`src/rtl/spherical_warp_coordinate_map_unit_defines.svh`:
```
// ----------------------------------------------------------------------------
// spherical warp coordinate map - assertion macros
// clocked on i_clk, disabled while i_rst_n is low
// ----------------------------------------------------------------------------
`ifndef SPHERICAL_WARP_COORDINATE_MAP_UNIT_DEFINES_SVH
`define SPHERICAL_WARP_COORDINATE_MAP_UNIT_DEFINES_SVH

// consequent checked in the same cycle as the antecedent
`define SWCM_ASSERT_SAME(lbl, ante, cons, msg) \
    lbl: assert property (@(posedge i_clk) disable iff (!i_rst_n) (ante) |-> (cons)) \
        else $error(msg);

// consequent checked in the cycle after the antecedent
`define SWCM_ASSERT_NEXT(lbl, ante, cons, msg) \
    lbl: assert property (@(posedge i_clk) disable iff (!i_rst_n) (ante) |=> (cons)) \
        else $error(msg);

`endif

```
`src/rtl/swcm_pkg.sv`:
```
// ----------------------------------------------------------------------------
// swcm_pkg
// shared widths, constants, register codes and lane types of the warp unit
// ----------------------------------------------------------------------------
`timescale 1ns / 1ps

package swcm_pkg;

    localparam int COORD_BITS_DEF    = 12;
    localparam int CORDIC_STAGES_DEF = 16;
    localparam int ATAN_LEN          = 24;

    localparam int PIX_W      = 12;
    localparam int CFG_W      = 13;
    localparam int FOCAL_W    = 16;
    localparam int ROW_W      = 48;
    localparam int COEF_W     = 16;
    localparam int OUT_W      = 20;
    localparam int CFG_IDX_W  = 4;
    localparam int CFG_DATA_W = 48;

    // phase divider
    localparam int NUM_W   = 16;
    localparam int DEN_W   = 15;
    localparam int PHASE_W = 32;
    localparam int DVD_W   = NUM_W + PHASE_W;

    // cordic, Q30
    localparam int CORDIC_W = 34;
    localparam int FRAC     = 30;
    localparam logic [31:0] CORDIC_GAIN = 32'h26DD3B6A;

    localparam logic [31:0] ATAN_TURNS [ATAN_LEN] = '{
        32'h20000000, 32'h12E4051E, 32'h09FB385B, 32'h051111D4, 32'h028B0D43,
        32'h0145D7E1, 32'h00A2F61E, 32'h00517C55, 32'h0028BE53, 32'h00145F2F,
        32'h000A2F98, 32'h000517CC, 32'h00028BE6, 32'h000145F3, 32'h0000A2FA,
        32'h0000517D, 32'h000028BE, 32'h0000145F, 32'h00000A30, 32'h00000518,
        32'h0000028C, 32'h00000146, 32'h000000A3, 32'h00000051
    };

    // rotation and projection
    localparam int PROD_W = COEF_W + CORDIC_W;
    localparam int SUM_W  = PROD_W + 2;
    localparam int Z_W    = SUM_W;
    localparam int REM_W  = Z_W + FOCAL_W + 1;
    localparam int Q_BITS = 23;
    localparam int PR_W   = Z_W + Q_BITS;
    localparam int VAL_W  = 25;

    localparam int EPS_Q44   = 1759;
    localparam int QUOT_CLIP = 2097152;
    localparam int OUT_MAX   = 524287;
    localparam int OUT_MIN   = -524288;

    // register codes
    localparam logic [CFG_IDX_W-1:0] REG_DST_WIDTH  = 4'd0;
    localparam logic [CFG_IDX_W-1:0] REG_DST_HEIGHT = 4'd1;
    localparam logic [CFG_IDX_W-1:0] REG_SRC_WIDTH  = 4'd2;
    localparam logic [CFG_IDX_W-1:0] REG_SRC_HEIGHT = 4'd3;
    localparam logic [CFG_IDX_W-1:0] REG_FOCAL      = 4'd4;
    localparam logic [CFG_IDX_W-1:0] REG_ROT_ROW0   = 4'd5;
    localparam logic [CFG_IDX_W-1:0] REG_ROT_ROW1   = 4'd6;
    localparam logic [CFG_IDX_W-1:0] REG_ROT_ROW2   = 4'd7;

    localparam logic [CFG_W-1:0]   RST_DST_WIDTH  = 13'd1024;
    localparam logic [CFG_W-1:0]   RST_DST_HEIGHT = 13'd512;
    localparam logic [CFG_W-1:0]   RST_SRC_WIDTH  = 13'd640;
    localparam logic [CFG_W-1:0]   RST_SRC_HEIGHT = 13'd480;
    localparam logic [FOCAL_W-1:0] RST_FOCAL      = 16'd8000;
    localparam logic [ROW_W-1:0]   RST_ROT_ROW0   = 48'h0000_0000_4000;
    localparam logic [ROW_W-1:0]   RST_ROT_ROW1   = 48'h0000_4000_0000;
    localparam logic [ROW_W-1:0]   RST_ROT_ROW2   = 48'h4000_0000_0000;

    typedef struct packed {
        logic [DEN_W-1:0]   rem;
        logic [DVD_W-1:0]   dvd;
        logic [PHASE_W-1:0] quo;
    } t_div_lane;

    typedef struct packed {
        logic signed [CORDIC_W-1:0] x;
        logic signed [CORDIC_W-1:0] y;
        logic signed [CORDIC_W-1:0] z;
        logic                       flip;
    } t_cordic_lane;

    typedef struct packed {
        logic [REM_W-1:0]  rem;
        logic [Z_W-1:0]    z;
        logic [Q_BITS-1:0] q;
        logic              ovf;
        logic              neg;
        logic              behind;
    } t_proj_lane;

endpackage

```
`src/rtl/swcm_cordic_cell.sv`:
```
// ----------------------------------------------------------------------------
// swcm_cordic_cell
// one rotation-mode cordic micro-rotation with a fixed shift
// ----------------------------------------------------------------------------
`timescale 1ns / 1ps

module swcm_cordic_cell #(
    parameter int STAGE = 0
) (
    input  logic                    i_clk,
    input  logic                    i_en,
    input  swcm_pkg::t_cordic_lane  i_lane,
    output swcm_pkg::t_cordic_lane  o_lane
);
    import swcm_pkg::*;

    localparam logic signed [CORDIC_W-1:0] ANGLE =
        $signed({{(CORDIC_W-32){1'b0}}, ATAN_TURNS[STAGE]});

    t_cordic_lane               r_lane;
    t_cordic_lane               n_lane;
    logic signed [CORDIC_W-1:0] dx;
    logic signed [CORDIC_W-1:0] dy;

    assign dx = i_lane.y >>> STAGE;
    assign dy = i_lane.x >>> STAGE;

    always_comb begin
        n_lane.flip = i_lane.flip;
        if (!i_lane.z[CORDIC_W-1]) begin
            n_lane.x = i_lane.x - dx;
            n_lane.y = i_lane.y + dy;
            n_lane.z = i_lane.z - ANGLE;
        end else begin
            n_lane.x = i_lane.x + dx;
            n_lane.y = i_lane.y - dy;
            n_lane.z = i_lane.z + ANGLE;
        end
    end

    always_ff @(posedge i_clk) begin
        if (i_en) begin
            r_lane <= n_lane;
        end
    end

    assign o_lane = r_lane;

endmodule

```
`config.mk`:
```
export PLATFORM = sky130hd
export DESIGN_NAME = swcm_cordic_cell
export DESIGN_NICKNAME = d
export VERILOG_FILES = /design/src/rtl/spherical_warp_coordinate_map_unit_defines.svh /design/src/rtl/swcm_pkg.sv /design/src/rtl/swcm_cordic_cell.sv
export SDC_FILE = /design/constraint.sdc
export NUM_CORES = 1
export LEC_CHECK = 0
export ABC_AREA = 1
export BUFFER_PORTS_ARGS = -buffer_cell sky130_fd_sc_hd__buf_2
export CAP_MARGIN = 5
export CORE_UTILIZATION = 57
export CTS_CLUSTER_SIZE = 24
export DETAILED_ROUTE_END_ITERATION = 12
export GPL_TIMING_DRIVEN = 0
export PLACE_DENSITY = 0.82
export SKIP_LAST_GASP = 1
export SYNTH_ARGS = -nofsm -noshare
export SYNTH_HDL_FRONTEND = slang
export SYNTH_SLANG_ARGS = --single-unit
```
`constraint.sdc`:
```
create_clock -name i_clk -period 2.3 [get_ports i_clk]
set_clock_uncertainty 0.05 [all_clocks]
set_input_delay 0.115 -clock i_clk [delete_from_list [all_inputs] [get_ports i_clk]]
set_output_delay 0.115 -clock i_clk [all_outputs]
set_load 0.02 [all_outputs]
```
==> results.sh <==
export IMPL_status="finished clean"
export IMPL_fin_hold_ws_ns=0.1100
export IMPL_portBuffers=206
export IMPL_ant_nets=0
export IMPL_maxCapViolations=0
export IMPL_slew_violations=0
export IMPL_yosys_area_top_type="edfxtp_1"
export IMPL_clk_pin_slew_ns=0.07
export IMPL_syn_to_final_growth_pct=18.54
export IMPL_clock_fmax_mhz=463.9
export IMPL_final_setup_viol_count=0
export IMPL_ios=208
export IMPL_hp_start="i_lane[31]"
export IMPL_yosysMostFrequentCell="nand2_1"
export IMPL_fin_setup_tns_ns=0
export IMPL_dp_hpwl_um=30230
export IMPL_synth_edff_count=102
export IMPL_dieHeight_um=138.0
export IMPL_grt_max_degree=76
export IMPL_end_kind="register"
export IMPL_nets=2030
export IMPL_p_leak_nw=6.468
export IMPL_drtPass1Iterations=6
export IMPL_num_vias=11890
export IMPL_ys_warn_count=0
export IMPL_globalRouteTotalUtil_pct=39.05
export IMPL_gr_total_overflow=0
export IMPL_ir_drop_uv=432.3
export IMPL_drt_met1_wl_um=15650
export IMPL_grt_antenna_before_repair=0
export IMPL_cp_max_fo=9
export IMPL_crit_required_ns=2.37
export IMPL_worst_slew_pin_transition_ns=1.116
export IMPL_crit_type="primary input to register"
export IMPL_drive_gt1_share_pct=16.01
export IMPL_wl_met3_um=4548
export IMPL_stdcell_count=2053
export IMPL_cp_arrival_ns=2.23
export IMPL_cts_tree="done"
export IMPL_cts_root_buf="clkbuf_16"
export IMPL_final_hold_viol_count=0
export IMPL_relSlewSlack_pct=25.60
export IMPL_postSynthCellCount=1570
export IMPL_fill_cells=1583
export IMPL_htree_levels=3
export IMPL_post_cts_buffers=0
export IMPL_min_period_over_period_pct=93.72
export IMPL_period_needed_ns=2.156
export IMPL_syn_cell_area_um2=10550
export IMPL_start_kind="primary input"
export IMPL_ys_seq_elements=102
export IMPL_clock_path_buffers=2
export IMPL_ys_types=42
export IMPL_synth_top_area_share_pct=29.04
export IMPL_synth_area_top_cells="edfxtp_1 (29%), nand2_1 (16%), ha_1 (12%), inv_1 (8.3%), nand3_1 (7.8%)"
export IMPL_met2_length_um=16320
export IMPL_finalWeightedCongestion=0.9906
export IMPL_grt_setup_unrepaired="no"
export IMPL_syn_avg_cell_area_um2=6.717
export IMPL_vias_per_cell=5.791
export IMPL_core_rowCount=49
export IMPL_grt_pass1_wl_um=57410
export IMPL_start_util_pct=58.51
export IMPL_die_area_um2=19050
export IMPL_synth_nets=1781
export IMPL_worstSetupStartpoint="i_lane[49]"
export IMPL_core_um2=18020
export IMPL_synth_commonest_cells="nand2_1 (456), inv_1 (232), nand3_1 (164)"
export IMPL_initialDrtViolationCount=1531
export IMPL_place_inst=2006
export IMPL_cts_inserted_buffers=9
export IMPL_n_antenna_cell=0
export IMPL_die_x_um=138.0
export IMPL_min_path_type="primary input to register"
export IMPL_grt_pass1_vias=10880
export IMPL_wl_um=37920
export IMPL_ys_seq_area_share_pct=29.04
export IMPL_p_per_area_nw_per_um2=547.6
export IMPL_routed_top_layer="met4"
export IMPL_wl_per_cell_um=18.47
export IMPL_drc=0
export IMPL_ys_flop_type="edfxtp_1"
export IMPL_cts_sinks=102
export IMPL_largest_reg_flops=102
export IMPL_async_reset_ff_share_pct=0
[report_power, final]
group / total (mW) / switching, mW / internal, mW
registers: 2.39 / 0.0562 / 2.34
logic: 2.89 / 1.98 / 0.905
clock network: 1.56 / 0.806 / 0.758
total: 6.85 / 2.85 / 4.00
[path summary, 6_finish.rpt]
check	to	slack, ns	cells past startpoint
worst max-delay path	o_lane[100]$_DFFE_PP_	0.14	12
worst min-delay path	o_lane[31]$_DFFE_PP_	0.11	2
[cell type report]
type	count	area (um^2)	area share, %
Multi-Input combinational cell	1185	6324	50.58
Timing Repair Buffer	238	1371	10.97
Clock buffer	9	225.2	1.801
Inverter	237	889.6	7.116
Buffer	46	275.3	2.202
Sequential cell	102	3063	24.50
Clock inverter	7	67.56	0.5404
Tap cell	229	286.5	2.292
[cells by family (layout without fill, tap and decap cells)]
group                      Yosys count  after routing  share of synthesized area [%]
and+or+nand+nor                    813            813                          32.46
xor gates and xnor gates            27             27                          2.242
DFF                                102            102                          29.04
adders and majority gates          106            106                          12.86
AOI/OAI and AO/OA                  239            239                          12.36
buffers and inverters              283            537                          11.03
[cell usage in the layout (no fill, tap or decap), drive strengths merged, types with 4 or more instances in the layout]
master / count
nand2: 462
buf: 239
inv: 238
nand3: 166
nor2: 143
a21oi: 111
ha: 102
edfxtp: 102
o21ai: 92
dlygate4sd3: 31
xor2: 27
clkbuf: 23
o21bai: 14
nor3: 14
nand4: 13
a21o: 6
o22ai: 5
or2: 5
o21a: 4
nand3b: 4
fa: 4
nor4: 4
[metrics by stage]
| stage | util, % | worst slack, ns | area, um^2 | power (mW) |
|---|---|---|---|---|
| after floorplan | - | 0.4334 | 10550 | 4.233 |
| after global routing | 69.36 | 0.007030 | 12500 | 7.154 |
| after global placement | 65.82 | -0.2831 | 11860 | 5.111 |
| after CTS | 69.33 | 0.02501 | 12500 | 6.733 |
| final | 69.36 | 0.1444 | 12500 | 6.846 |
| after detailed placement | 65.99 | -0.3437 | 11890 | 5.168 |
[per-layer routing]
layer / global-route usage [%] / up-vias
met3: 7.967 / 117
met2: 60.79 / 786
met1: 53.38 / 5417
met4: 14.92 / 0
met5: 0 / -
li1: - / 5568
[worst max-delay path: stages]
cell and delay (ns):
buf_2 0.10, inv_1 0.05, ha_1 0.29, buf_4 0.18, a21oi_1 0.38, o21ai_0 0.29
a21oi_1 0.24, nand2_1 0.20, nand2_1 0.13, nand3_1 0.09, nand3_1 0.09, nand2_1 0.07
[repair_timing]
| action | in CTS | in global routing |
|---|---|---|
| endpoints found under the hold margin | 31 | 0 |
| hold buffers | 31 | 0 |
| setup endpoints to repair | 0 | 4 |
| resized for setup | 0 | 4 |
No activity file was read; power rests on OpenSTA's default activity.
