===== config.mk =====
export PLATFORM = sky130hd
export DESIGN_NAME = swcm_div_cell
export DESIGN_NICKNAME = d
export VERILOG_FILES = /design/src/rtl/spherical_warp_coordinate_map_unit_defines.svh /design/src/rtl/swcm_pkg.sv /design/src/rtl/swcm_div_cell.sv
export SDC_FILE = /design/constraint.sdc
export NUM_CORES = 1
export LEC_CHECK = 0
export BUFFER_PORTS_ARGS = -buffer_cell sky130_fd_sc_hd__buf_2
export CAP_MARGIN = 15
export CORE_ASPECT_RATIO = 0.6
export CORE_UTILIZATION = 48
export CTS_CLUSTER_DIAMETER = 30
export DETAILED_ROUTE_END_ITERATION = 6
export PLACE_DENSITY = 0.85
export SYNTH_ARGS = -nofsm -noshare
export SYNTH_HDL_FRONTEND = slang
export SYNTH_SLANG_ARGS = --single-unit

===== constraint.sdc =====
create_clock -name i_clk -period 6.3 [get_ports i_clk]
set_input_delay 0.63 -clock i_clk [delete_from_list [all_inputs] [get_ports i_clk]]
set_output_delay 0.63 -clock i_clk [all_outputs]
set_load 0.05 [all_outputs]

===== src/rtl/spherical_warp_coordinate_map_unit_defines.svh =====
// ----------------------------------------------------------------------------
// spherical warp coordinate map - assertion macros
// clocked on i_clk, disabled while i_rst_n is low
// ----------------------------------------------------------------------------
`ifndef SPHERICAL_WARP_COORDINATE_MAP_UNIT_DEFINES_SVH
`define SPHERICAL_WARP_COORDINATE_MAP_UNIT_DEFINES_SVH

// consequent checked in the same cycle as the antecedent
`define SWCM_ASSERT_SAME(lbl, ante, cons, msg) \
    lbl: assert property (@(posedge i_clk) disable iff (!i_rst_n) (ante) |-> (cons)) \
        else $error(msg);

// consequent checked in the cycle after the antecedent
`define SWCM_ASSERT_NEXT(lbl, ante, cons, msg) \
    lbl: assert property (@(posedge i_clk) disable iff (!i_rst_n) (ante) |=> (cons)) \
        else $error(msg);

`endif


===== src/rtl/swcm_pkg.sv =====
// ----------------------------------------------------------------------------
// swcm_pkg
// shared widths, constants, register codes and lane types of the warp unit
// ----------------------------------------------------------------------------
`timescale 1ns / 1ps

package swcm_pkg;

    localparam int COORD_BITS_DEF    = 12;
    localparam int CORDIC_STAGES_DEF = 16;
    localparam int ATAN_LEN          = 24;

    localparam int PIX_W      = 12;
    localparam int CFG_W      = 13;
    localparam int FOCAL_W    = 16;
    localparam int ROW_W      = 48;
    localparam int COEF_W     = 16;
    localparam int OUT_W      = 20;
    localparam int CFG_IDX_W  = 4;
    localparam int CFG_DATA_W = 48;

    // phase divider
    localparam int NUM_W   = 16;
    localparam int DEN_W   = 15;
    localparam int PHASE_W = 32;
    localparam int DVD_W   = NUM_W + PHASE_W;

    // cordic, Q30
    localparam int CORDIC_W = 34;
    localparam int FRAC     = 30;
    localparam logic [31:0] CORDIC_GAIN = 32'h26DD3B6A;

    localparam logic [31:0] ATAN_TURNS [ATAN_LEN] = '{
        32'h20000000, 32'h12E4051E, 32'h09FB385B, 32'h051111D4, 32'h028B0D43,
        32'h0145D7E1, 32'h00A2F61E, 32'h00517C55, 32'h0028BE53, 32'h00145F2F,
        32'h000A2F98, 32'h000517CC, 32'h00028BE6, 32'h000145F3, 32'h0000A2FA,
        32'h0000517D, 32'h000028BE, 32'h0000145F, 32'h00000A30, 32'h00000518,
        32'h0000028C, 32'h00000146, 32'h000000A3, 32'h00000051
    };

    // rotation and projection
    localparam int PROD_W = COEF_W + CORDIC_W;
    localparam int SUM_W  = PROD_W + 2;
    localparam int Z_W    = SUM_W;
    localparam int REM_W  = Z_W + FOCAL_W + 1;
    localparam int Q_BITS = 23;
    localparam int PR_W   = Z_W + Q_BITS;
    localparam int VAL_W  = 25;

    localparam int EPS_Q44   = 1759;
    localparam int QUOT_CLIP = 2097152;
    localparam int OUT_MAX   = 524287;
    localparam int OUT_MIN   = -524288;

    // register codes
    localparam logic [CFG_IDX_W-1:0] REG_DST_WIDTH  = 4'd0;
    localparam logic [CFG_IDX_W-1:0] REG_DST_HEIGHT = 4'd1;
    localparam logic [CFG_IDX_W-1:0] REG_SRC_WIDTH  = 4'd2;
    localparam logic [CFG_IDX_W-1:0] REG_SRC_HEIGHT = 4'd3;
    localparam logic [CFG_IDX_W-1:0] REG_FOCAL      = 4'd4;
    localparam logic [CFG_IDX_W-1:0] REG_ROT_ROW0   = 4'd5;
    localparam logic [CFG_IDX_W-1:0] REG_ROT_ROW1   = 4'd6;
    localparam logic [CFG_IDX_W-1:0] REG_ROT_ROW2   = 4'd7;

    localparam logic [CFG_W-1:0]   RST_DST_WIDTH  = 13'd1024;
    localparam logic [CFG_W-1:0]   RST_DST_HEIGHT = 13'd512;
    localparam logic [CFG_W-1:0]   RST_SRC_WIDTH  = 13'd640;
    localparam logic [CFG_W-1:0]   RST_SRC_HEIGHT = 13'd480;
    localparam logic [FOCAL_W-1:0] RST_FOCAL      = 16'd8000;
    localparam logic [ROW_W-1:0]   RST_ROT_ROW0   = 48'h0000_0000_4000;
    localparam logic [ROW_W-1:0]   RST_ROT_ROW1   = 48'h0000_4000_0000;
    localparam logic [ROW_W-1:0]   RST_ROT_ROW2   = 48'h4000_0000_0000;

    typedef struct packed {
        logic [DEN_W-1:0]   rem;
        logic [DVD_W-1:0]   dvd;
        logic [PHASE_W-1:0] quo;
    } t_div_lane;

    typedef struct packed {
        logic signed [CORDIC_W-1:0] x;
        logic signed [CORDIC_W-1:0] y;
        logic signed [CORDIC_W-1:0] z;
        logic                       flip;
    } t_cordic_lane;

    typedef struct packed {
        logic [REM_W-1:0]  rem;
        logic [Z_W-1:0]    z;
        logic [Q_BITS-1:0] q;
        logic              ovf;
        logic              neg;
        logic              behind;
    } t_proj_lane;

endpackage


===== src/rtl/swcm_div_cell.sv =====
// ----------------------------------------------------------------------------
// swcm_div_cell
// one restoring division step of the phase divider, one quotient bit
// ----------------------------------------------------------------------------
`timescale 1ns / 1ps

module swcm_div_cell (
    input  logic                            i_clk,
    input  logic                            i_en,
    input  logic [swcm_pkg::DEN_W-1:0]      i_den,
    input  swcm_pkg::t_div_lane             i_lane,
    output swcm_pkg::t_div_lane             o_lane
);
    import swcm_pkg::*;

    t_div_lane        r_lane;
    t_div_lane        n_lane;
    logic [DEN_W:0]   trial;
    logic [DEN_W:0]   diff;

    assign trial = {i_lane.rem, i_lane.dvd[DVD_W-1]};
    assign diff  = trial - {1'b0, i_den};

    always_comb begin
        n_lane.dvd = {i_lane.dvd[DVD_W-2:0], 1'b0};
        if (trial >= {1'b0, i_den}) begin
            n_lane.rem = diff[DEN_W-1:0];
            n_lane.quo = {i_lane.quo[PHASE_W-2:0], 1'b1};
        end else begin
            n_lane.rem = trial[DEN_W-1:0];
            n_lane.quo = {i_lane.quo[PHASE_W-2:0], 1'b0};
        end
    end

    always_ff @(posedge i_clk) begin
        if (i_en) begin
            r_lane <= n_lane;
        end
    end

    assign o_lane = r_lane;

endmodule


==> impl_metrics.ini, run 1 <==
[cts]
cts.htree.levels = 3
cts_tree = yes
cts.sinks = 94
cts_made_buffers = 9
clk_pin_slew_ns = 0.07
cts.repair.resized = 0
cts_root_buf = clkbuf_16
cts_hold_buf = 0
clk_path_buf_depth = 2
cts_setup_buffers = 0

[power]
p_leak_nw = 2.36
irDropWorstVdd_mv = 0.181
power_density_mw_per_mm2 = 322

[setup_path]
critical_path_required_ns = 6.38
cp_max_fo = 16
max_stage_delay_ns = 0.87
critPathArrivalTime_ns = 3.30
cp_slowest_cell = a311o_1
worstSetupStartpointType = input pin
path_depth = 10
path_cells = buf_2 -> inv_1 -> ha_1 -> fa_1 -> nand2b_1 -> a21oi_1 -> o221ai_1 -> o2111ai_1 -> a311o_1 -> mux2_2
critPathTopFamily = compound AO/OA/AOI/OAI gates
startpoint = i_lane[79]
endpoint_kind = register
crit_buf_inv = 2
critPathKind = in -> reg

[timing]
hold_ws_ns = 0.466
fin_crit_ns = 3.22
grt_setup_unrepaired = no
setup_viol = 0
worst_slew_pin_slew_ns = 1.01
setup_tns_ns = 0
fmax_mhz = 311
period_share_pct = 51.1
slew-limit-headroom_pct = 32.7
drv_slew = 0
finalHoldViolCount = 0

[synthesis]
netlist_area_mm2 = 0.00390
synth_async_sr_flop_share_pct = 0
synth_area_leaders = edfxtp_1 (72%), ha_1 (4.8%), mux2_4 (2.3%)
synth_edf_count = 94
ys_warn_count = 0
mappedNetlistNets = 365
ys_seq_area_share_pct = 72.4
ys_ff_latch = 94
synth_top_area_share_pct = 72.4
yosys.area.top_type = edfxtp_1
syn_avg_cell_area_um2 = 16.5
postSynthCellCount = 237
ys_types = 41
synth_ff_type = edfxtp_1

[die]
die_w_um = 118
die_area_mm2 = 0.00850
ios = 207
core_mm2 = 0.00788
rows = 25
die_y_um = 71.8
initial_core_util_pct = 49.5

[worst_hold_path]
hold_start = i_lane[53]
hold_path.class = in -> reg
hold_path_depth = 1

[routing]
post_drt_via_cell_ratio = 4.94
wl_per_cell_um = 16.4
ant_nets = 0
drt_iter0_drc = 219
dr.pass1.iters = 4
wirelength_um = 9200
route.detailed.drc = 0
num_vias = 2764

[grt]
grt_max_degree = 55
antenna_found_initial = 1
overflow = 0
grt_pass1_wl_um = 13500
track_usage_pct = 21.4
grt_pass1_vias = 2541

[cells_and_area]
area_growth_pct = 35.7
layout.nets = 575
largest_reg_flops = 94
diodes = 0
fin_cells = 560
final_layout_size_suffix_gt1_share_pct = 52.4

[placement]
gp_congestion = 0.801
place_hpwl_um = 6910
dp.cells = 544
port_buffers = 204

[run_status]
outcome = finished clean

[flow_run]
drv_cap = 0
-- cell families after synthesis --
logic type	share of synthesized area (%)
and+or+nand+nor	4.81
muxes	4.81
xor gates and xnor gates	2.02
DFF	72.4
buffers and inverters	3.30
adders and majority gates	5.32
AOI/OAI and AO/OA	7.28
other	0.0961
-- Yosys cell counts, types with 2 or more instances --
cell	count
a31oi_1	2
nor2b_1	2
inv_1	19
mux2i_1	3
nand4b_1	2
nand2b_1	4
nor2_1	9
xor2_1	2
mux2_2	6
a21oi_4	2
ha_1	15
nand2_1	13
xnor2_1	7
mux2_4	6
clkbuf_1	2
o21ai_1	3
a211oi_1	3
a21oi_1	6
o21ai_0	6
buf_6	2
nand4_1	3
o311a_1	2
nand3_1	4
o21a_1	4
edfxtp_1	94
-- metrics by stage --
| stage | total power [mW] | utilization (%) | cell area, um2 | setup WS (ns) |
|---|---|---|---|---|
| 2_1_floorplan | 1.09 | - | 3900 | 3.50 |
| 3_3_place_gp | 1.19 | 63.6 | 5010 | 2.74 |
| 3_5_place_dp | 1.20 | 63.6 | 5010 | 2.68 |
| 4_1_cts | 1.72 | 67.1 | 5290 | 3.03 |
| 5_1_grt | 1.77 | 67.1 | 5290 | 2.90 |
| 6_report | 1.71 | 67.1 | 5290 | 3.08 |
-- layer usage --
layer	track usage (%)	part of all wire, %
met5	0	0.14
met3	7.17	8.9
met4	5.06	0.66
met1	27.7	42
met2	35.3	49
-- layout by cell type (no fill, tap or decap), types with 6 or more instances in the layout --
cell type / instances
a21oi_1: 6
buf_2: 203
clkbuf_16: 9
edfxtp_1: 94
ha_1: 15
inv_1: 19
mux2_2: 6
mux2_4: 6
nand2_1: 13
nor2_1: 9
o21ai_0: 6
xnor2_1: 7
-- final cells by class --
type,instances,area (um2)
Tap cell,108,135
Multi-Input combinational cell,118,950
Inverter,19,71.3
Clock buffer,10,229
Clock inverter,6,53.8
Fill cell,585,2590
Sequential cell,94,2820
Timing Repair Buffer,205,1030
-- power breakdown --
part	total [mW]	leakage [nW]	internal [mW]	switching [mW]
Sequential	0.768	0.920	0.755	0.0131
Clock	0.513	0.136	0.276	0.238
Combinational	0.423	1.30	0.118	0.305
Total	1.71	2.36	1.15	0.556
-- worst paths after layout --
kind         end  slack (ns)
max   o_lane[82]        3.08
min   o_lane[54]        0.47
(Power assumes the default switching activity.)
==> inputs of run 2 (changes only) <==
--- a/config.mk
+++ b/config.mk
@@ -8,10 +8,10 @@
 export BUFFER_PORTS_ARGS = -buffer_cell sky130_fd_sc_hd__buf_2
 export CAP_MARGIN = 15
 export CORE_ASPECT_RATIO = 0.6
-export CORE_UTILIZATION = 48
+export CORE_UTILIZATION = 45
 export CTS_CLUSTER_DIAMETER = 30
 export DETAILED_ROUTE_END_ITERATION = 6
-export PLACE_DENSITY = 0.85
+export PLACE_DENSITY = 0.8
 export SYNTH_ARGS = -nofsm -noshare
 export SYNTH_HDL_FRONTEND = slang
 export SYNTH_SLANG_ARGS = --single-unit
==> constraint.sdc (replaced) <==
create_clock -name i_clk -period 3.2 [get_ports i_clk]
set_input_delay 0.32 -clock i_clk [delete_from_list [all_inputs] [get_ports i_clk]]
set_output_delay 0.32 -clock i_clk [all_outputs]
set_load 0.05 [all_outputs]
==> impl_metrics.ini, run 2 (synthesis results as in run 1) <==
[timing]
grt_setup_unrepaired = no
drv_slew = 0
worst_slew_pin_slew_ns = 1.19
period_share_pct = 77.7
setup_viol = 0
fmax_mhz = 402
fin_ws_ns = 0.715
hold_ws_ns = 0.155
slew-limit-headroom_pct = 21.0
setup_tns_ns = 0
fin_crit_ns = 2.49
finalHoldViolCount = 0

[routing]
post_drt_via_cell_ratio = 4.86
num_vias = 2727
drt_iter0_drc = 274
wirelength_um = 9530
dr.pass1.iters = 5
route.detailed.drc = 0
wl_per_cell_um = 17.0
ant_nets = 0

[setup_path]
cp_slowest_cell = fa_1
path_cells = buf_2 -> ha_1 -> fa_1 -> nand2b_1 -> a21oi_1 -> o221ai_1 -> o2111ai_1 -> a311o_1 -> buf_4 -> mux2_2
critPathKind = in -> reg
cp_max_fo = 7
critical_path_required_ns = 3.29
endpoint_kind = register
critPathArrivalTime_ns = 2.57
max_stage_delay_ns = 0.41
worstSetupStartpointType = input pin

[cts]
cts_root_buf = clkbuf_16
cts_made_buffers = 9
cts.htree.levels = 3
cts_tree = yes
cts_setup_buffers = 0
clk_path_buf_depth = 2
clk_pin_slew_ns = 0.07
cts_hold_buf = 0
cts.repair.resized = 0
cts.sinks = 94

[placement]
port_buffers = 204
dp.cells = 545
gp_congestion = 0.845
place_hpwl_um = 7330
place_area_mm2 = 0.00502
place_ws_ns = 0.369

[cells_and_area]
area_growth_pct = 36.9
final_common_cell = buf_2
layout.nets = 576
largest_reg_flops = 94
fin_cells = 561
final_layout_size_suffix_gt1_share_pct = 52.7
fin_util_pct = 65.7
final_cell_mix = buf_2 (203), edfxtp_1 (94), inv_1 (19), ha_1 (15), nand2_1 (13)
final_area_mm2 = 0.00534

[run_status]
outcome = finished clean

[grt]
overflow = 0
grt_pass1_vias = 2581
antenna_found_initial = 0
track_usage_pct = 20.6
grt_max_degree = 95
grt_pass1_wl_um = 13500

[die]
die_y_um = 74.1
core_mm2 = 0.00813
rows = 25
ios = 207
die_area_mm2 = 0.00906
initial_core_util_pct = 48.0
die_w_um = 122

[power]
irDropWorstVdd_mv = 0.303
finalPower_mw = 3.48
power_density_mw_per_mm2 = 652
p_leak_nw = 2.39

[worst_hold_path]
hold_path.class = in -> reg
hold_path_depth = 1

[flow_run]
drv_cap = 0
==> run 2: final timing paths <==
check	startpoint	to
max	i_den[0]	o_lane[94]
min	i_lane[61]	o_lane[62]
==> run 2: area by class of cell <==
class / count / area (um2)
tap: 108 / 135
clock inverter: 6 / 95.1
inverter: 19 / 71.3
fill: 613 / 2790
multi-input combinational: 118 / 950
sequential: 94 / 2820
antenna: 1 / 2.50
timing repair buffer: 206 / 1040
clock buffer: 9 / 225
==> run 2: critical path, delay by kind of cell <==
kind	cells	cell delay, ns
muxes	1	0.34
AOI/OAI and AO/OA	4	0.77
and+or+nand+nor	1	0.18
buffers and inverters	2	0.31
adders and majority gates	2	0.63
==> run 2: per-layer routing <==
layer,track usage [%],vias to the layer above,wire length [um]
met5,0,-,0
met4,5.69,0,42
met3,7.21,4,891
met2,34.8,128,4700
met1,25.3,1275,3900
li1,-,1320,-
==> run 2: report_power, final <==
part	switching [mW]	internal, mW
sequential	0.0259	1.49
combinational	0.602	0.235
clock	0.446	0.687
==> inputs of run 3 (changes only) <==
--- a/config.mk
+++ b/config.mk
@@ -8,10 +8,10 @@
 export BUFFER_PORTS_ARGS = -buffer_cell sky130_fd_sc_hd__buf_2
 export CAP_MARGIN = 15
 export CORE_ASPECT_RATIO = 0.6
-export CORE_UTILIZATION = 45
+export CORE_UTILIZATION = 41
 export CTS_CLUSTER_DIAMETER = 30
 export DETAILED_ROUTE_END_ITERATION = 6
-export PLACE_DENSITY = 0.8
+export PLACE_DENSITY = 0.77
 export SYNTH_ARGS = -nofsm -noshare
 export SYNTH_HDL_FRONTEND = slang
 export SYNTH_SLANG_ARGS = --single-unit
==> constraint.sdc (replaced) <==
create_clock -name i_clk -period 2.2 [get_ports i_clk]
set_input_delay 0.22 -clock i_clk [delete_from_list [all_inputs] [get_ports i_clk]]
set_output_delay 0.22 -clock i_clk [all_outputs]
set_load 0.05 [all_outputs]
==> impl_metrics.ini, run 3 (synthesis results as in run 1) <==
[placement]
gp_congestion = 0.939
port_buffers = 204
place_hpwl_um = 7410

[routing]
drt_iter0_drc = 163
wl_met3_um = 644
post_drt_via_cell_ratio = 4.62
num_vias = 2833
ant_nets = 0
wl_met1_um = 4020
wl_met2_um = 4750
wl_per_cell_um = 15.6
highest_layer = met5
route.detailed.drc = 0
dr.pass1.iters = 4
wirelength_um = 9570

[power]
p_leak_nw = 2.53
irDropWorstVdd_mv = 0.496
power_density_mw_per_mm2 = 898

[timing]
fmax_mhz = 471
period_share_pct = 96.6
fin_crit_ns = 2.13
finalHoldViolCount = 0
worst_slew_pin_slew_ns = 0.514
slew-limit-headroom_pct = 65.4
setup_viol = 0
setup_tns_ns = 0
drv_slew = 0
hold_ws_ns = 0.0517

[setup_path]
critPathArrivalTime_ns = 2.21
worstSetupStartpointType = input pin
crit_buf_inv = 3
endpoint_kind = register
critPathKind = in -> reg
cp_max_fo = 6
path_cells = buf_4 -> inv_12 -> ha_4 -> fa_2 -> nand2b_4 -> a21oi_4 -> o221ai_1 -> o2111ai_1 -> a311o_1 -> buf_4 -> mux2_4
max_stage_delay_ns = 0.38
crit_top_cell = buf_4
cp_slowest_cell = fa_2
critical_path_required_ns = 2.28
critPathTopFamily = compound AO/OA/AOI/OAI gates

[grt]
grt_pass1_vias = 2781
antenna_found_initial = 1
track_usage_pct = 19.5
grt_max_degree = 91
overflow = 0
grt_pass1_wl_um = 14200

[die]
initial_core_util_pct = 42.5
rows = 27
core_mm2 = 0.00919
die_area_mm2 = 0.00992
die_w_um = 128
die_y_um = 77.6
ios = 207

[worst_hold_path]
hold_path.class = in -> reg

[cts]
cts_hold_buf = 0
clk_path_buf_depth = 2
cts_root_buf = clkbuf_16
cts.repair.resized = 0
cts_setup_buffers = 0
cts_tree = yes
cts.sinks = 94
cts.htree.levels = 3
cts_made_buffers = 9
clk_pin_slew_ns = 0.07

[run_status]
outcome = finished clean

[cells_and_area]
area_growth_pct = 44.9
fillers = 748
largest_reg_flops = 94
final_common_cell = buf_2
layout.nets = 606
final_layout_size_suffix_gt1_share_pct = 57.3
final_cell_mix = buf_2 (202), edfxtp_1 (94), buf_4 (32), inv_1 (18)
diodes = 0

[flow_run]
drv_cap = 0
-- run 3: cell types whose count changed in the layout (fill, tap and decap cells not counted), sizes merged --
cell      delta
clkinvlp     +1
buf         +30
clkinv       -2
inv          +2
clkbuf       +1
diode        -1
bufinv       -1
-- run 3: path summary, 6_finish.rpt --
path,slack [ns],cells past startpoint,endpoint,start
min,0.05,1,o_lane[52],i_lane[51]
max,0.07,11,o_lane[91],i_lane[79]
-- run 3: metal layers --
metal,vias to the layer above,track usage (%)
met1,1320,23.7
met2,110,33.3
li1,1385,-
met4,2,6.00
met5,-,0
met3,16,5.93
-- run 3: metrics by stage --
stage / worst slack [ns] / cell area (um2) / std cells / total power, mW / utilization (%)
after floorplan: -0.0645 / 3950 / 237 / 3.14 / -
final: 0.0748 / 5650 / 613 / 5.08 / 61.5
after global placement: -0.249 / 5330 / 597 / 3.51 / 58.0
after global routing: -0.0270 / 5650 / 613 / 5.27 / 61.5
after detailed placement: -0.303 / 5330 / 597 / 3.54 / 58.0
after CTS: 0.00648 / 5640 / 613 / 5.12 / 61.3
-- run 3: area by class of cell --
cell class | count | area [um2] | share of cell area, %
repair buffers | 236 | 1280 | 22.7
clock buffers | 10 | 229 | 4.05
clock inverters | 6 | 75.1 | 1.33
inverters | 19 | 83.8 | 1.48
multi-input cells | 118 | 998 | 17.7
well taps | 130 | 163 | 2.88
flip-flops and latches | 94 | 2820 | 49.9
-- run 3: power by group --
group / total [mW] / switching, mW / internal (mW)
Clock: 1.57 / 0.673 / 0.899
Combinational: 1.30 / 0.895 / 0.408
Sequential: 2.20 / 0.0396 / 2.16
Total: 5.08 / 1.61 / 3.47
