`src/rtl/spherical_warp_coordinate_map_unit_defines.svh`:
```
// ----------------------------------------------------------------------------
// spherical warp coordinate map - assertion macros
// clocked on i_clk, disabled while i_rst_n is low
// ----------------------------------------------------------------------------
`ifndef SPHERICAL_WARP_COORDINATE_MAP_UNIT_DEFINES_SVH
`define SPHERICAL_WARP_COORDINATE_MAP_UNIT_DEFINES_SVH

// consequent checked in the same cycle as the antecedent
`define SWCM_ASSERT_SAME(lbl, ante, cons, msg) \
    lbl: assert property (@(posedge i_clk) disable iff (!i_rst_n) (ante) |-> (cons)) \
        else $error(msg);

// consequent checked in the cycle after the antecedent
`define SWCM_ASSERT_NEXT(lbl, ante, cons, msg) \
    lbl: assert property (@(posedge i_clk) disable iff (!i_rst_n) (ante) |=> (cons)) \
        else $error(msg);

`endif

```
`src/rtl/swcm_pkg.sv`:
```
// ----------------------------------------------------------------------------
// swcm_pkg
// shared widths, constants, register codes and lane types of the warp unit
// ----------------------------------------------------------------------------
`timescale 1ns / 1ps

package swcm_pkg;

    localparam int COORD_BITS_DEF    = 12;
    localparam int CORDIC_STAGES_DEF = 16;
    localparam int ATAN_LEN          = 24;

    localparam int PIX_W      = 12;
    localparam int CFG_W      = 13;
    localparam int FOCAL_W    = 16;
    localparam int ROW_W      = 48;
    localparam int COEF_W     = 16;
    localparam int OUT_W      = 20;
    localparam int CFG_IDX_W  = 4;
    localparam int CFG_DATA_W = 48;

    // phase divider
    localparam int NUM_W   = 16;
    localparam int DEN_W   = 15;
    localparam int PHASE_W = 32;
    localparam int DVD_W   = NUM_W + PHASE_W;

    // cordic, Q30
    localparam int CORDIC_W = 34;
    localparam int FRAC     = 30;
    localparam logic [31:0] CORDIC_GAIN = 32'h26DD3B6A;

    localparam logic [31:0] ATAN_TURNS [ATAN_LEN] = '{
        32'h20000000, 32'h12E4051E, 32'h09FB385B, 32'h051111D4, 32'h028B0D43,
        32'h0145D7E1, 32'h00A2F61E, 32'h00517C55, 32'h0028BE53, 32'h00145F2F,
        32'h000A2F98, 32'h000517CC, 32'h00028BE6, 32'h000145F3, 32'h0000A2FA,
        32'h0000517D, 32'h000028BE, 32'h0000145F, 32'h00000A30, 32'h00000518,
        32'h0000028C, 32'h00000146, 32'h000000A3, 32'h00000051
    };

    // rotation and projection
    localparam int PROD_W = COEF_W + CORDIC_W;
    localparam int SUM_W  = PROD_W + 2;
    localparam int Z_W    = SUM_W;
    localparam int REM_W  = Z_W + FOCAL_W + 1;
    localparam int Q_BITS = 23;
    localparam int PR_W   = Z_W + Q_BITS;
    localparam int VAL_W  = 25;

    localparam int EPS_Q44   = 1759;
    localparam int QUOT_CLIP = 2097152;
    localparam int OUT_MAX   = 524287;
    localparam int OUT_MIN   = -524288;

    // register codes
    localparam logic [CFG_IDX_W-1:0] REG_DST_WIDTH  = 4'd0;
    localparam logic [CFG_IDX_W-1:0] REG_DST_HEIGHT = 4'd1;
    localparam logic [CFG_IDX_W-1:0] REG_SRC_WIDTH  = 4'd2;
    localparam logic [CFG_IDX_W-1:0] REG_SRC_HEIGHT = 4'd3;
    localparam logic [CFG_IDX_W-1:0] REG_FOCAL      = 4'd4;
    localparam logic [CFG_IDX_W-1:0] REG_ROT_ROW0   = 4'd5;
    localparam logic [CFG_IDX_W-1:0] REG_ROT_ROW1   = 4'd6;
    localparam logic [CFG_IDX_W-1:0] REG_ROT_ROW2   = 4'd7;

    localparam logic [CFG_W-1:0]   RST_DST_WIDTH  = 13'd1024;
    localparam logic [CFG_W-1:0]   RST_DST_HEIGHT = 13'd512;
    localparam logic [CFG_W-1:0]   RST_SRC_WIDTH  = 13'd640;
    localparam logic [CFG_W-1:0]   RST_SRC_HEIGHT = 13'd480;
    localparam logic [FOCAL_W-1:0] RST_FOCAL      = 16'd8000;
    localparam logic [ROW_W-1:0]   RST_ROT_ROW0   = 48'h0000_0000_4000;
    localparam logic [ROW_W-1:0]   RST_ROT_ROW1   = 48'h0000_4000_0000;
    localparam logic [ROW_W-1:0]   RST_ROT_ROW2   = 48'h4000_0000_0000;

    typedef struct packed {
        logic [DEN_W-1:0]   rem;
        logic [DVD_W-1:0]   dvd;
        logic [PHASE_W-1:0] quo;
    } t_div_lane;

    typedef struct packed {
        logic signed [CORDIC_W-1:0] x;
        logic signed [CORDIC_W-1:0] y;
        logic signed [CORDIC_W-1:0] z;
        logic                       flip;
    } t_cordic_lane;

    typedef struct packed {
        logic [REM_W-1:0]  rem;
        logic [Z_W-1:0]    z;
        logic [Q_BITS-1:0] q;
        logic              ovf;
        logic              neg;
        logic              behind;
    } t_proj_lane;

endpackage

```
`src/rtl/swcm_proj_cell.sv`:
```
// ----------------------------------------------------------------------------
// swcm_proj_cell
// one restoring step of the projection divider, quotient bit BIT
// ----------------------------------------------------------------------------
`timescale 1ns / 1ps

module swcm_proj_cell #(
    parameter int BIT = 0
) (
    input  logic                  i_clk,
    input  logic                  i_en,
    input  swcm_pkg::t_proj_lane  i_lane,
    output swcm_pkg::t_proj_lane  o_lane
);
    import swcm_pkg::*;

    t_proj_lane       r_lane;
    t_proj_lane       n_lane;
    logic [PR_W-1:0]  rem_ext;
    logic [PR_W-1:0]  divisor;
    logic [PR_W-1:0]  diff;

    assign rem_ext = PR_W'(i_lane.rem);
    assign divisor = PR_W'(i_lane.z) << BIT;
    assign diff    = rem_ext - divisor;

    always_comb begin
        n_lane = i_lane;
        if (rem_ext >= divisor) begin
            n_lane.rem = diff[REM_W-1:0];
            n_lane.q   = {i_lane.q[Q_BITS-2:0], 1'b1};
        end else begin
            n_lane.q   = {i_lane.q[Q_BITS-2:0], 1'b0};
        end
    end

    always_ff @(posedge i_clk) begin
        if (i_en) begin
            r_lane <= n_lane;
        end
    end

    assign o_lane = r_lane;

endmodule

```
`config.mk`:
```
export PLATFORM = sky130hd
export DESIGN_NAME = swcm_proj_cell
export DESIGN_NICKNAME = d
export VERILOG_FILES = /design/src/rtl/spherical_warp_coordinate_map_unit_defines.svh /design/src/rtl/swcm_pkg.sv /design/src/rtl/swcm_proj_cell.sv
export SDC_FILE = /design/constraint.sdc
export NUM_CORES = 1
export LEC_CHECK = 0
export BUFFER_PORTS_ARGS = -buffer_cell sky130_fd_sc_hd__buf_2
export CAP_MARGIN = 0
export CORE_MARGIN = 3
export CORE_UTILIZATION = 46
export DETAILED_ROUTE_END_ITERATION = 6
export GPL_TIMING_DRIVEN = 0
export PLACE_DENSITY = 0.76
export SLEW_MARGIN = 20
export SYNTH_ARGS = -nofsm -noshare
export SYNTH_HDL_FRONTEND = slang
export SYNTH_SLANG_ARGS = --single-unit
```
`constraint.sdc`:
```
create_clock -name i_clk -period 3.33 [get_ports i_clk]
set_clock_uncertainty 0.15 [all_clocks]
set_input_delay 0.1665 -clock i_clk [delete_from_list [all_inputs] [get_ports i_clk]]
set_output_delay 0.1665 -clock i_clk [all_outputs]
set_load 0.005 [all_outputs]
```
==> reports/metrics.csv, run 1 <==
stage,metric,value,unit
synth,synth top area cells,"edfxtp_1 51%, ha_1 7.5%, a21oi_1 6.1%",
worst_setup_path,arrival time reported for the critical path endpoint,3320,ps
sta,period utilization,98.6,%
drt,detailed-route DRC error count,0,
synth,"Async S/R FF share, synth",0,%
synth,number of instances in the synthesized netlist,854,
sta,count of pins over their slew limit,0,
synth,commonest register cell after synthesis,edfxtp_1,
power,pwr dens,445,nW/um^2
synth,count of synthesis-stage warnings from yosys,0,
sta,setup-violating endpoint count in the final report,0,
synth,number of distinct library cell variants in the gate-level netlist after synthesis,64,
floorplanning,Die Y,143,um
run_status,status,completed,
floorplanning,starting density of the core,47.6,%
worst_setup_path,Critical Path Source Type,input pin,
place,gpl congestion,0.911,
global_routing,overall overflow remaining after global route,0,
clock_network,CTS root buf,clkbuf_16,
cells_and_area,most used cells in the layout excluding fill and tap cells,"294 x buf_2, 147 x edfxtp_1, 143 x dlygate4sd3_1",
cells_and_area,"most common cell after layout, fill and taps aside",buf_2,
floorplanning,width of the die,143,um
floorplanning,area inside the core boundary,18200,um^2
floorplanning,number of standard-cell rows in the floorplan,49,
floorplanning,boundary pin count,296,
sta,Max-slew headroom,49.3,%
synth,share of synthesized area occupied by flip-flops and latches,50.9,%
drt,DRC marker count from the first detailed-route iteration,591,
synth,Mapped Avg Cell Area,10.1,um^2
global_routing,largest net degree at the start of global routing,77,
clock_network,Max clock buf depth,2,
sta,Post-Route Hold Slack,10.7,ps
sta,final-report hold violation count,0,
sta,Worst Max-Slew Pin Slew,754,ps
cells_and_area,Fillers,1348,
drt,via total after detailed routing,8594,
synth,Netlist Area Pre-Place,8670,um^2
cells_and_area,net count reported at finish,1525,
sta,shortest clock period the worst path allows after layout,3280,ps
worst_setup_path,data required time at the worst endpoint,3370,ps
drt,First-pass DRT Iterations,5,
synth,portion of synthesized cell area occupied by the leading cell type,50.9,%
place,half-perimeter wire length after placement,20.0,mm
floorplanning,area enclosed by the die boundary,20500,um^2
clock_network,number of buffers added by the clock tree synthesis step,17,
drt,routed via count divided by cell count,5.48,
cells_and_area,Syn-to-layout area delta,49.2,%
sta,Fmax achieved,304,MHz
global_routing,number of antenna violations at the first check in global routing,2,
sta,final worst setup slack,45.4,ps
clock_network,htree depth,4,
global_routing,first-pass GRT wire length,44.6,mm
place,count of buffers inserted at the top-level ports,294,
synth,library cell occupying the most area in the post-synthesis netlist,edfxtp_1,
synth,"Net Count, Synth",1056,
cells_and_area,"flip-flop count of the largest register, all copies and words added",147,
synth,number of enable flip-flop cells after synthesis,147,
global_routing,all-layer global routing usage,28.1,%
clock_network,clock input transition at the sequential cells of the worst setup and hold paths,70,ps
drt,total detailed-routing wirelength,30.6,mm
power,leakage component of the power,5.53,nW
clock_network,clock tree sinks,147,
cells_and_area,share of cells above drive strength 1,30.0,%
worst_setup_path,Critical Path Fanout Max,7,
place,pre-CTS setup slack,-1190,ps
synth,#FFs+latches synth,147,
drt,mean routed wirelength per cell,19.5,um
worst_setup_path,critical path class,input pin to flip-flop,
drt,Final ANT Viol Nets,0,
global_routing,number of global-route vias before repair,8502,
flow_run,Max Cap Violations,0,
power,worst ir drop on vdd,0.361,mV
clock_network,TritonCTS clock tree,yes,
min_path,worst min-delay path category,input pin to flip-flop,
worst_setup_path,CP endpoint kind,flip-flop,
cell usage after synthesis (all sizes together), types with 2 or more instances:
cell and number:
a21o 13, o21bai 14, a221o 2, nor2 81, nor4 7, clkbuf 29
nand3 8, a2111oi 5, xnor2 30, or3 10, o21a 4, inv 70
ha 52, a21oi 106, buf 4, and3 3, and4 2, nand2 75
xor2 34, a211oi 5, and2 2, o41ai 3, edfxtp 147, nor3 17
o21ai 54, nor2b 5, nand4 20, or4 4, o31ai 5, nand3b 2
a31oi 6, nand2b 10, o221ai 2, a311oi 2
report_power, final:
part / switching [mW] / total, mW / internal (mW)
registers: 0.0529 / 2.35 / 2.29
logic: 0.765 / 1.42 / 0.654
clock network: 0.913 / 1.98 / 1.07
stage by stage:
step                utilization [%]  cells  area, um^2  total power, mW  TNS (ps)
floorplan                         -    854        8670             3.02         0
global placement               57.3   1377       10400             3.53    -69530
detailed placement             57.5   1378       10500             3.54    -67880
CTS                            69.0   1554       12600             5.64     -45.9
global route                   71.0   1566       12900             5.99     -1020
finish                         71.0   1567       12900             5.75         0
critical path: stages:
cell	delay [ps]
dlygate4sd3_1	540
buf_2	150
or4b_1	510
buf_4	180
nand3b_1	210
o41ai_4	310
nor3_2	100
nand2_1	120
a21oi_4	60
clkinv_4	90
buf_12	130
nand2b_2	80
or4_4	520
xnor2_1	130
final cells by class:
| type | instances | area, um^2 | area share (%) |
|---|---|---|---|
| Clock buffer | 17 | 425 | 3.29 |
| Timing Repair Buffer | 454 | 3070 | 23.8 |
| Inverter | 71 | 272 | 2.10 |
| Buffer | 29 | 133 | 1.03 |
| Tap cell | 229 | 287 | 2.22 |
| Sequential cell | 147 | 4410 | 34.1 |
| Multi-Input combinational cell | 603 | 4160 | 32.1 |
| Clock inverter | 15 | 164 | 1.27 |
| Antenna cell | 2 | 5.00 | 0.0387 |
cells by family (layout without fill, tap and decap cells):
group | Yosys count | count (layout) | share of synthesized area, %
other cells | 0 | 2 | 0
flops | 147 | 147 | 50.9
fa+ha+maj | 53 | 53 | 7.74
mux | 1 | 1 | 0.130
simple gates | 252 | 252 | 13.9
buf+inv | 104 | 586 | 4.68
xor+xnor | 64 | 64 | 6.47
compound gates | 233 | 233 | 16.2
worst paths after layout:
check              startpoint               endpoint  slack (ps)  cells past startpoint
hold / removal    i_lane[130]  o_lane[130]$_DFFE_PP_          10                      2
setup / recovery  i_lane[134]  o_lane[138]$_DFFE_PP_          50                     14
routing by layer:
layer  part of all wire, %  track usage (%)  up-vias
met2                    50             48.8      461
li1                      -                -     4066
met3                   8.5             6.46       59
met1                    39             34.7     4006
met4                   2.2             9.27        2
met5                 0.023                0        -
timing repair:
item | in CTS | in global routing
setup endpoints to repair | 68 | 68
gates resized for setup | 20 | 55
setup buffers | 1 | 15
hold buffers | 143 | 0
pin swaps | 2 | 13
endpoints found under the hold margin | 143 | 0
No activity file was read; power rests on OpenSTA's default activity.
==> run 2: changes to the inputs <==
--- a/config.mk
+++ b/config.mk
@@ -12,6 +12,7 @@
 export DETAILED_ROUTE_END_ITERATION = 6
 export GPL_TIMING_DRIVEN = 0
 export PLACE_DENSITY = 0.76
+export SETUP_SLACK_MARGIN = 0.3
 export SLEW_MARGIN = 20
 export SYNTH_ARGS = -nofsm -noshare
 export SYNTH_HDL_FRONTEND = slang
==> reports/metrics.csv, run 2 (same netlist as run 1, synthesis figures left out) <==
stage,metric,value,unit,change
cells_and_area,final instance area,13600,um^2,was 12900 um^2
power,leakage component of the power,5.81,nW,was 5.53 nW
min_path,instance count along the most critical hold path,1,,was 2
worst_setup_path,critical path class,input pin to flip-flop,,unchanged
drt,total detailed-routing wirelength,31.6,mm,was 30.6 mm
cells_and_area,Syn-to-layout area delta,56.7,%,was 49.2%
worst_setup_path,CP endpoint kind,flip-flop,,unchanged
run_status,status,completed,,unchanged
flow_run,Max Cap Violations,0,,unchanged
clock_network,clock tree sinks,147,,unchanged
cells_and_area,"most common cell after layout, fill and taps aside",buf_2,,unchanged
drt,via total after detailed routing,8912,,was 8594
global_routing,first-pass GRT wire length,45.1,mm,was 44.6 mm
global_routing,number of global-route vias before repair,8677,,was 8502
place,pre-CTS setup slack,-742,ps,was -1190 ps
cells_and_area,final cell utilization of the core,74.6,%,was 71.0%
cells_and_area,share of cells above drive strength 1,35.7,%,was 30.0%
place,placed inst area,10600,um^2,was 10500 um^2
global_routing,number of antenna violations at the first check in global routing,3,,was 2
cells_and_area,net count reported at finish,1552,,was 1525
cells_and_area,Non-Filler Instances,1594,,was 1567
clock_network,htree depth,4,,unchanged
worst_setup_path,Critical Path Source Type,input pin,,unchanged
clock_network,clock input transition at the sequential cells of the worst setup and hold paths,70,ps,about the same
cells_and_area,Fillers,1225,,was 1348
worst_setup_path,gate family responsible for the most delay along the worst path,compound AO/OA/AOI/OAI gates,,was simple AND/OR/NAND/NOR gates
power,total power after layout,5.83,mW,was 5.75 mW
clock_network,TritonCTS clock tree,yes,,unchanged
drt,detailed-route DRC error count,0,,unchanged
drt,Final ANT Viol Nets,0,,unchanged
sta,RSZ-0062 raised after global routing,yes,,
clock_network,CTS root buf,clkbuf_16,,unchanged
global_routing,all-layer global routing usage,28.1,%,about the same
drt,mean routed wirelength per cell,19.8,um,was 19.5 um
drt,DRC marker count from the first detailed-route iteration,709,,was 591
cells_and_area,"flip-flop count of the largest register, all copies and words added",147,,unchanged
cells_and_area,storage element area,4410,um^2,unchanged
sta,Worst Max-Slew Pin Slew,781,ps,was 754 ps
floorplanning,starting density of the core,47.6,%,unchanged
worst_setup_path,Max stage delay on crit path,460,ps,was 540 ps
worst_setup_path,Critical Path Fanout Max,4,,was 7
cells_and_area,most used cells in the layout excluding fill and tap cells,"287 x buf_2, 147 x edfxtp_1, 142 x dlygate4sd3_1",,"was 294 x buf_2, 147 x edfxtp_1, 143 x dlygate4sd3_1"
floorplanning,Die Y,143,um,unchanged
sta,setup-violating endpoint count in the final report,0,,unchanged
worst_setup_path,data required time at the worst endpoint,3350,ps,was 3370 ps
floorplanning,area enclosed by the die boundary,20500,um^2,unchanged
power,worst ir drop on vdd,0.371,mV,was 0.361 mV
floorplanning,number of standard-cell rows in the floorplan,49,,unchanged
clock_network,number of buffers added by the clock tree synthesis step,17,,unchanged
sta,Fmax achieved,328,MHz,was 304 MHz
worst_setup_path,arrival time reported for the critical path endpoint,3070,ps,was 3320 ps
global_routing,overall overflow remaining after global route,0,,unchanged
worst_setup_path,CP cell instances,buf_4 > inv_1 > ha_4 > nand2_2 > o21bai_1 > a311o_1 > a2111oi_4 > o211ai_1 > buf_4 > a2111oi_4 > buf_4 > nor3b_4 > o21ai_2 > a2111oi_4 > xor2_1,,was dlygate4sd3_1 > buf_2 > or4b_1 > buf_4 > nand3b_1 > o41ai_4 > nor3_2 > nand2_1 > a21oi_4 > clkinv_4 > buf_12 > nand2b_2 > or4_4 > xnor2_1
floorplanning,width of the die,143,um,unchanged
clock_network,Max clock buf depth,2,,unchanged
worst_setup_path,CP Buf/Inv Count,4,,was 5
cells_and_area,area occupied by multi-input gates,4460,um^2,was 4160 um^2
drt,First-pass DRT Iterations,5,,unchanged
min_path,worst min-delay path category,input pin to flip-flop,,unchanged
global_routing,largest net degree at the start of global routing,85,,was 77
sta,shortest clock period the worst path allows after layout,3050,ps,was 3280 ps
place,half-perimeter wire length after placement,20.3,mm,was 20.0 mm
place,gpl congestion,0.927,,was 0.911
sta,period utilization,91.6,%,was 98.6%
worst_setup_path,library cell contributing the largest single delay on the critical path,a2111oi_4,,was dlygate4sd3_1
floorplanning,area inside the core boundary,18200,um^2,unchanged
min_path,hold path start,i_en,,was i_lane[130]
power,pwr dens,429,nW/um^2,was 445 nW/um^2
place,dpl cells,1378,,unchanged
place,count of buffers inserted at the top-level ports,294,,unchanged
sta,final worst setup slack,281,ps,was 45.4 ps
sta,final-report hold violation count,0,,unchanged
min_path,Hold Crit Endpoint,o_lane[118]$_DFFE_PP_,,was o_lane[130]$_DFFE_PP_
sta,count of pins over their slew limit,0,,unchanged
floorplanning,boundary pin count,296,,unchanged
sta,Max-slew headroom,47.5,%,was 49.3%
drt,routed via count divided by cell count,5.59,,was 5.48
run 2: layout make-up:
cell class / count / share of cell area [%]
plain buffers: 33 / 1.56
well taps: 229 / 2.11
flip-flops and latches: 147 / 32.5
diodes: 2 / 0.0368
repair inverters: 1 / 0.0645
clock inverters: 15 / 1.21
multi-input cells: 603 / 32.8
inverters: 71 / 2.02
clock buffers: 17 / 3.13
repair buffers: 476 / 24.5
run 2: repair_timing:
| action | 4_1_cts | 5_1_grt |
|---|---|---|
| cloned | 1 | 1 |
| gates resized for setup | 72 | 101 |
| setup endpoints to repair | 68 | 68 |
| setup buffers | 17 | 19 |
| hold buffers | 143 | 1 |
| hold endpoints to repair | 143 | 1 |
| pin swaps | 19 | 39 |
run 2: through the flow:
step	hold WS [ps]	setup TNS, ps
5_1_grt	24.4	0
6_report	30.2	0
3_5_place_dp	195	-34920
2_1_floorplan	115	0
4_1_cts	0.161	0
3_3_place_gp	193	-32200
run 2: how the worst max path moves through the flow:
| stage | cells after the start | end | from |
|---|---|---|---|
| detailed placement | 12 | o_lane[96]$_DFFE_PP_ | i_lane[46] |
| finish | 15 | o_lane[145]$_DFFE_PP_ | i_lane[28] |
| global placement | 12 | o_lane[96]$_DFFE_PP_ | i_lane[46] |
| CTS | 14 | o_lane[136]$_DFFE_PP_ | i_lane[34] |
| floorplan | 14 | o_lane[133]$_DFFE_PP_ | i_lane[34] |
| global route | 14 | o_lane[130]$_DFFE_PP_ | i_lane[78] |
run 2: layer usage:
metal	track usage, %	wire [um]	vias to the layer above
met5	0	27	-
li1	-	-	4109
met3	6.20	2590	75
met2	48.3	15800	437
met1	35.6	12300	4287
met4	8.72	899	4
run 2: power by group:
part           internal (mW)  switching [mW]  leakage (nW)  total, mW
registers               2.29          0.0576          1.44       2.35
clock network           1.01           0.946         0.283       1.96
logic                  0.711           0.816          4.09       1.53
total                   4.01            1.82          5.81       5.83
==> run 3: changes to the inputs <==
--- a/config.mk
+++ b/config.mk
@@ -11,7 +11,7 @@
 export CORE_UTILIZATION = 46
 export DETAILED_ROUTE_END_ITERATION = 6
 export GPL_TIMING_DRIVEN = 0
-export PLACE_DENSITY = 0.76
+export PLACE_DENSITY_LB_ADDON = 0.25
 export SETUP_SLACK_MARGIN = 0.3
 export SLEW_MARGIN = 20
 export SYNTH_ARGS = -nofsm -noshare
==> reports/metrics.csv, run 3 (same netlist as run 1, synthesis figures left out) <==
stage,metric,value,unit,change
run_status,status,completed,,unchanged
cells_and_area,final cell utilization of the core,73.9,%,was 74.6%
min_path,worst min-delay path category,input pin to flip-flop,,unchanged
worst_setup_path,critical path startpoint,i_lane[132],,was i_lane[28]
floorplanning,Die Y,143,um,unchanged
drt,detailed-route DRC error count,0,,unchanged
drt,routed via count divided by cell count,5.49,,was 5.59
clock_network,number of buffers added by the clock tree synthesis step,17,,unchanged
sta,Fmax achieved,322,MHz,was 328 MHz
worst_setup_path,Critical Path Fanout Max,5,,was 4
clock_network,TritonCTS clock tree,yes,,unchanged
drt,Final ANT Viol Nets,0,,unchanged
drt,First-pass DRT Iterations,5,,unchanged
sta,final-report hold violation count,0,,unchanged
place,dpl cells,1378,,unchanged
cells_and_area,share of cells above drive strength 1,35.2,%,was 35.7%
sta,RSZ-0062 raised after global routing,yes,,unchanged
clock_network,clock tree sinks,147,,unchanged
sta,shortest clock period the worst path allows after layout,3100,ps,was 3050 ps
global_routing,number of antenna violations at the first check in global routing,4,,was 3
sta,period utilization,93.2,%,was 91.6%
sta,Worst Max-Slew Pin Slew,776,ps,was 781 ps
clock_network,CTS root buf,clkbuf_16,,unchanged
global_routing,largest net degree at the start of global routing,83,,was 85
sta,final worst setup slack,227,ps,was 281 ps
worst_setup_path,Critical Path Source Type,input pin,,unchanged
floorplanning,width of the die,143,um,unchanged
floorplanning,boundary pin count,296,,unchanged
cells_and_area,"flip-flop count of the largest register, all copies and words added",147,,unchanged
global_routing,all-layer global routing usage,28.1,%,about the same
floorplanning,area enclosed by the die boundary,20500,um^2,unchanged
flow_run,Max Cap Violations,0,,unchanged
place,count of buffers inserted at the top-level ports,294,,unchanged
floorplanning,number of standard-cell rows in the floorplan,49,,unchanged
global_routing,number of global-route vias before repair,8623,,was 8677
worst_setup_path,crit path capture,o_lane[136]$_DFFE_PP_,,was o_lane[145]$_DFFE_PP_
drt,DRC marker count from the first detailed-route iteration,766,,was 709
floorplanning,area inside the core boundary,18200,um^2,unchanged
worst_setup_path,CP endpoint kind,flip-flop,,unchanged
power,pwr dens,430,nW/um^2,was 429 nW/um^2
cells_and_area,net count reported at finish,1553,,was 1552
cells_and_area,most used cells in the layout excluding fill and tap cells,"293 x buf_2, 147 x edfxtp_1, 146 x dlygate4sd3_1",,"was 287 x buf_2, 147 x edfxtp_1, 142 x dlygate4sd3_1"
drt,via total after detailed routing,8759,,was 8912
cells_and_area,Syn-to-layout area delta,55.2,%,was 56.7%
place,half-perimeter wire length after placement,20.0,mm,was 20.3 mm
place,pre-CTS setup slack,-673,ps,was -742 ps
cells_and_area,"most common cell after layout, fill and taps aside",buf_2,,unchanged
sta,count of pins over their slew limit,0,,unchanged
sta,Max-slew headroom,47.8,%,was 47.5%
drt,total detailed-routing wirelength,30.8,mm,was 31.6 mm
drt,mean routed wirelength per cell,19.3,um,was 19.8 um
worst_setup_path,arrival time reported for the critical path endpoint,3130,ps,was 3070 ps
clock_network,clock input transition at the sequential cells of the worst setup and hold paths,70,ps,about the same
worst_setup_path,data required time at the worst endpoint,3360,ps,was 3350 ps
worst_setup_path,critical path class,input pin to flip-flop,,unchanged
clock_network,htree depth,4,,unchanged
power,total power after layout,5.78,mW,was 5.83 mW
place,gpl congestion,0.937,,was 0.927
floorplanning,starting density of the core,47.6,%,unchanged
global_routing,first-pass GRT wire length,45.0,mm,was 45.1 mm
power,worst ir drop on vdd,0.358,mV,was 0.371 mV
power,leakage component of the power,5.76,nW,was 5.81 nW
cells_and_area,Non-Filler Instances,1595,,was 1594
global_routing,overall overflow remaining after global route,0,,unchanged
clock_network,Max clock buf depth,2,,unchanged
sta,setup-violating endpoint count in the final report,0,,unchanged
## run 3: changes by cell type in the layout (fill, tap and decap cells not counted), sizes merged
cell          previous run  this run
buf                    341       338
clkbuf                  41        43
clkinv                   6         4
clkinvlp                 2         4
dlygate4sd3            142       146
dlymetal6s4s             2         0
## run 3: final cells by class
cell class	count	area, um^2
repair inverters	1	6.26
fillers	1254	4760
diodes	2	5.00
plain buffers	33	188
repair buffers	477	3320
well taps	229	287
inverters	71	272
clock inverters	15	164
flip-flops and latches	147	4410
clock buffers	17	425
multi-input cells	603	4370
## run 3: routing by layer
layer  wire length, um  vias to the layer above  GRT usage, %
met4               823                        4          9.37
met1             11800                     4151          33.9
met3              2400                       67          6.16
met5                14                        -             0
li1                  -                     4130             -
met2             15700                      407          50.0
## run 3: critical path, stage by stage
cell and delay [ps]:
buf_8 100, or3_4 390, or4b_4 530, buf_6 150, nand3b_1 210, o41ai_4 390
nor3_2 90, nand2_1 120, a21oi_4 70, buf_6 160, or3_4 360, o31ai_4 260
o41ai_2 110
## run 3: worst min path at each step
| stage | from | to | slack [ps] | cells after the start |
|---|---|---|---|---|
| after floorplan | i_lane[0] | o_lane[0]$_DFFE_PP_ | 120 | 0 |
| after global placement | i_lane[7] | o_lane[8]$_DFFE_PP_ | 190 | 1 |
| after detailed placement | i_lane[6] | o_lane[7]$_DFFE_PP_ | 190 | 1 |
| after CTS | i_en | o_lane[66]$_DFFE_PP_ | 50 | 1 |
| after global routing | i_en | o_lane[66]$_DFFE_PP_ | 50 | 1 |
| final | i_en | o_lane[66]$_DFFE_PP_ | 40 | 1 |
## run 3: report_power, final
group	switching (mW)	total, mW	internal [mW]
logic	0.799	1.50	0.702
clock network	0.936	1.94	1.01
registers	0.0483	2.34	2.29
## run 3: what timing repair did
action / CTS / global route
buffers inserted: 12 / 23
gates resized for setup: 54 / 92
gates cloned: 0 / 2
pin swaps: 20 / 23
hold buffers: 146 / 0
hold endpoints to repair: 146 / 0
setup endpoints to repair: 68 / 69
## run 3: through the flow
step / hold slack [ps] / setup TNS [ps] / cell area (um^2)
after floorplan: 115 / 0 / 8790
after global placement: 193 / -34010 / 10500
after detailed placement: 195 / -34020 / 10600
after CTS: 47.2 / 0 / 12900
after global routing: 49.3 / 0 / 13400
final: 40.7 / 0 / 13400
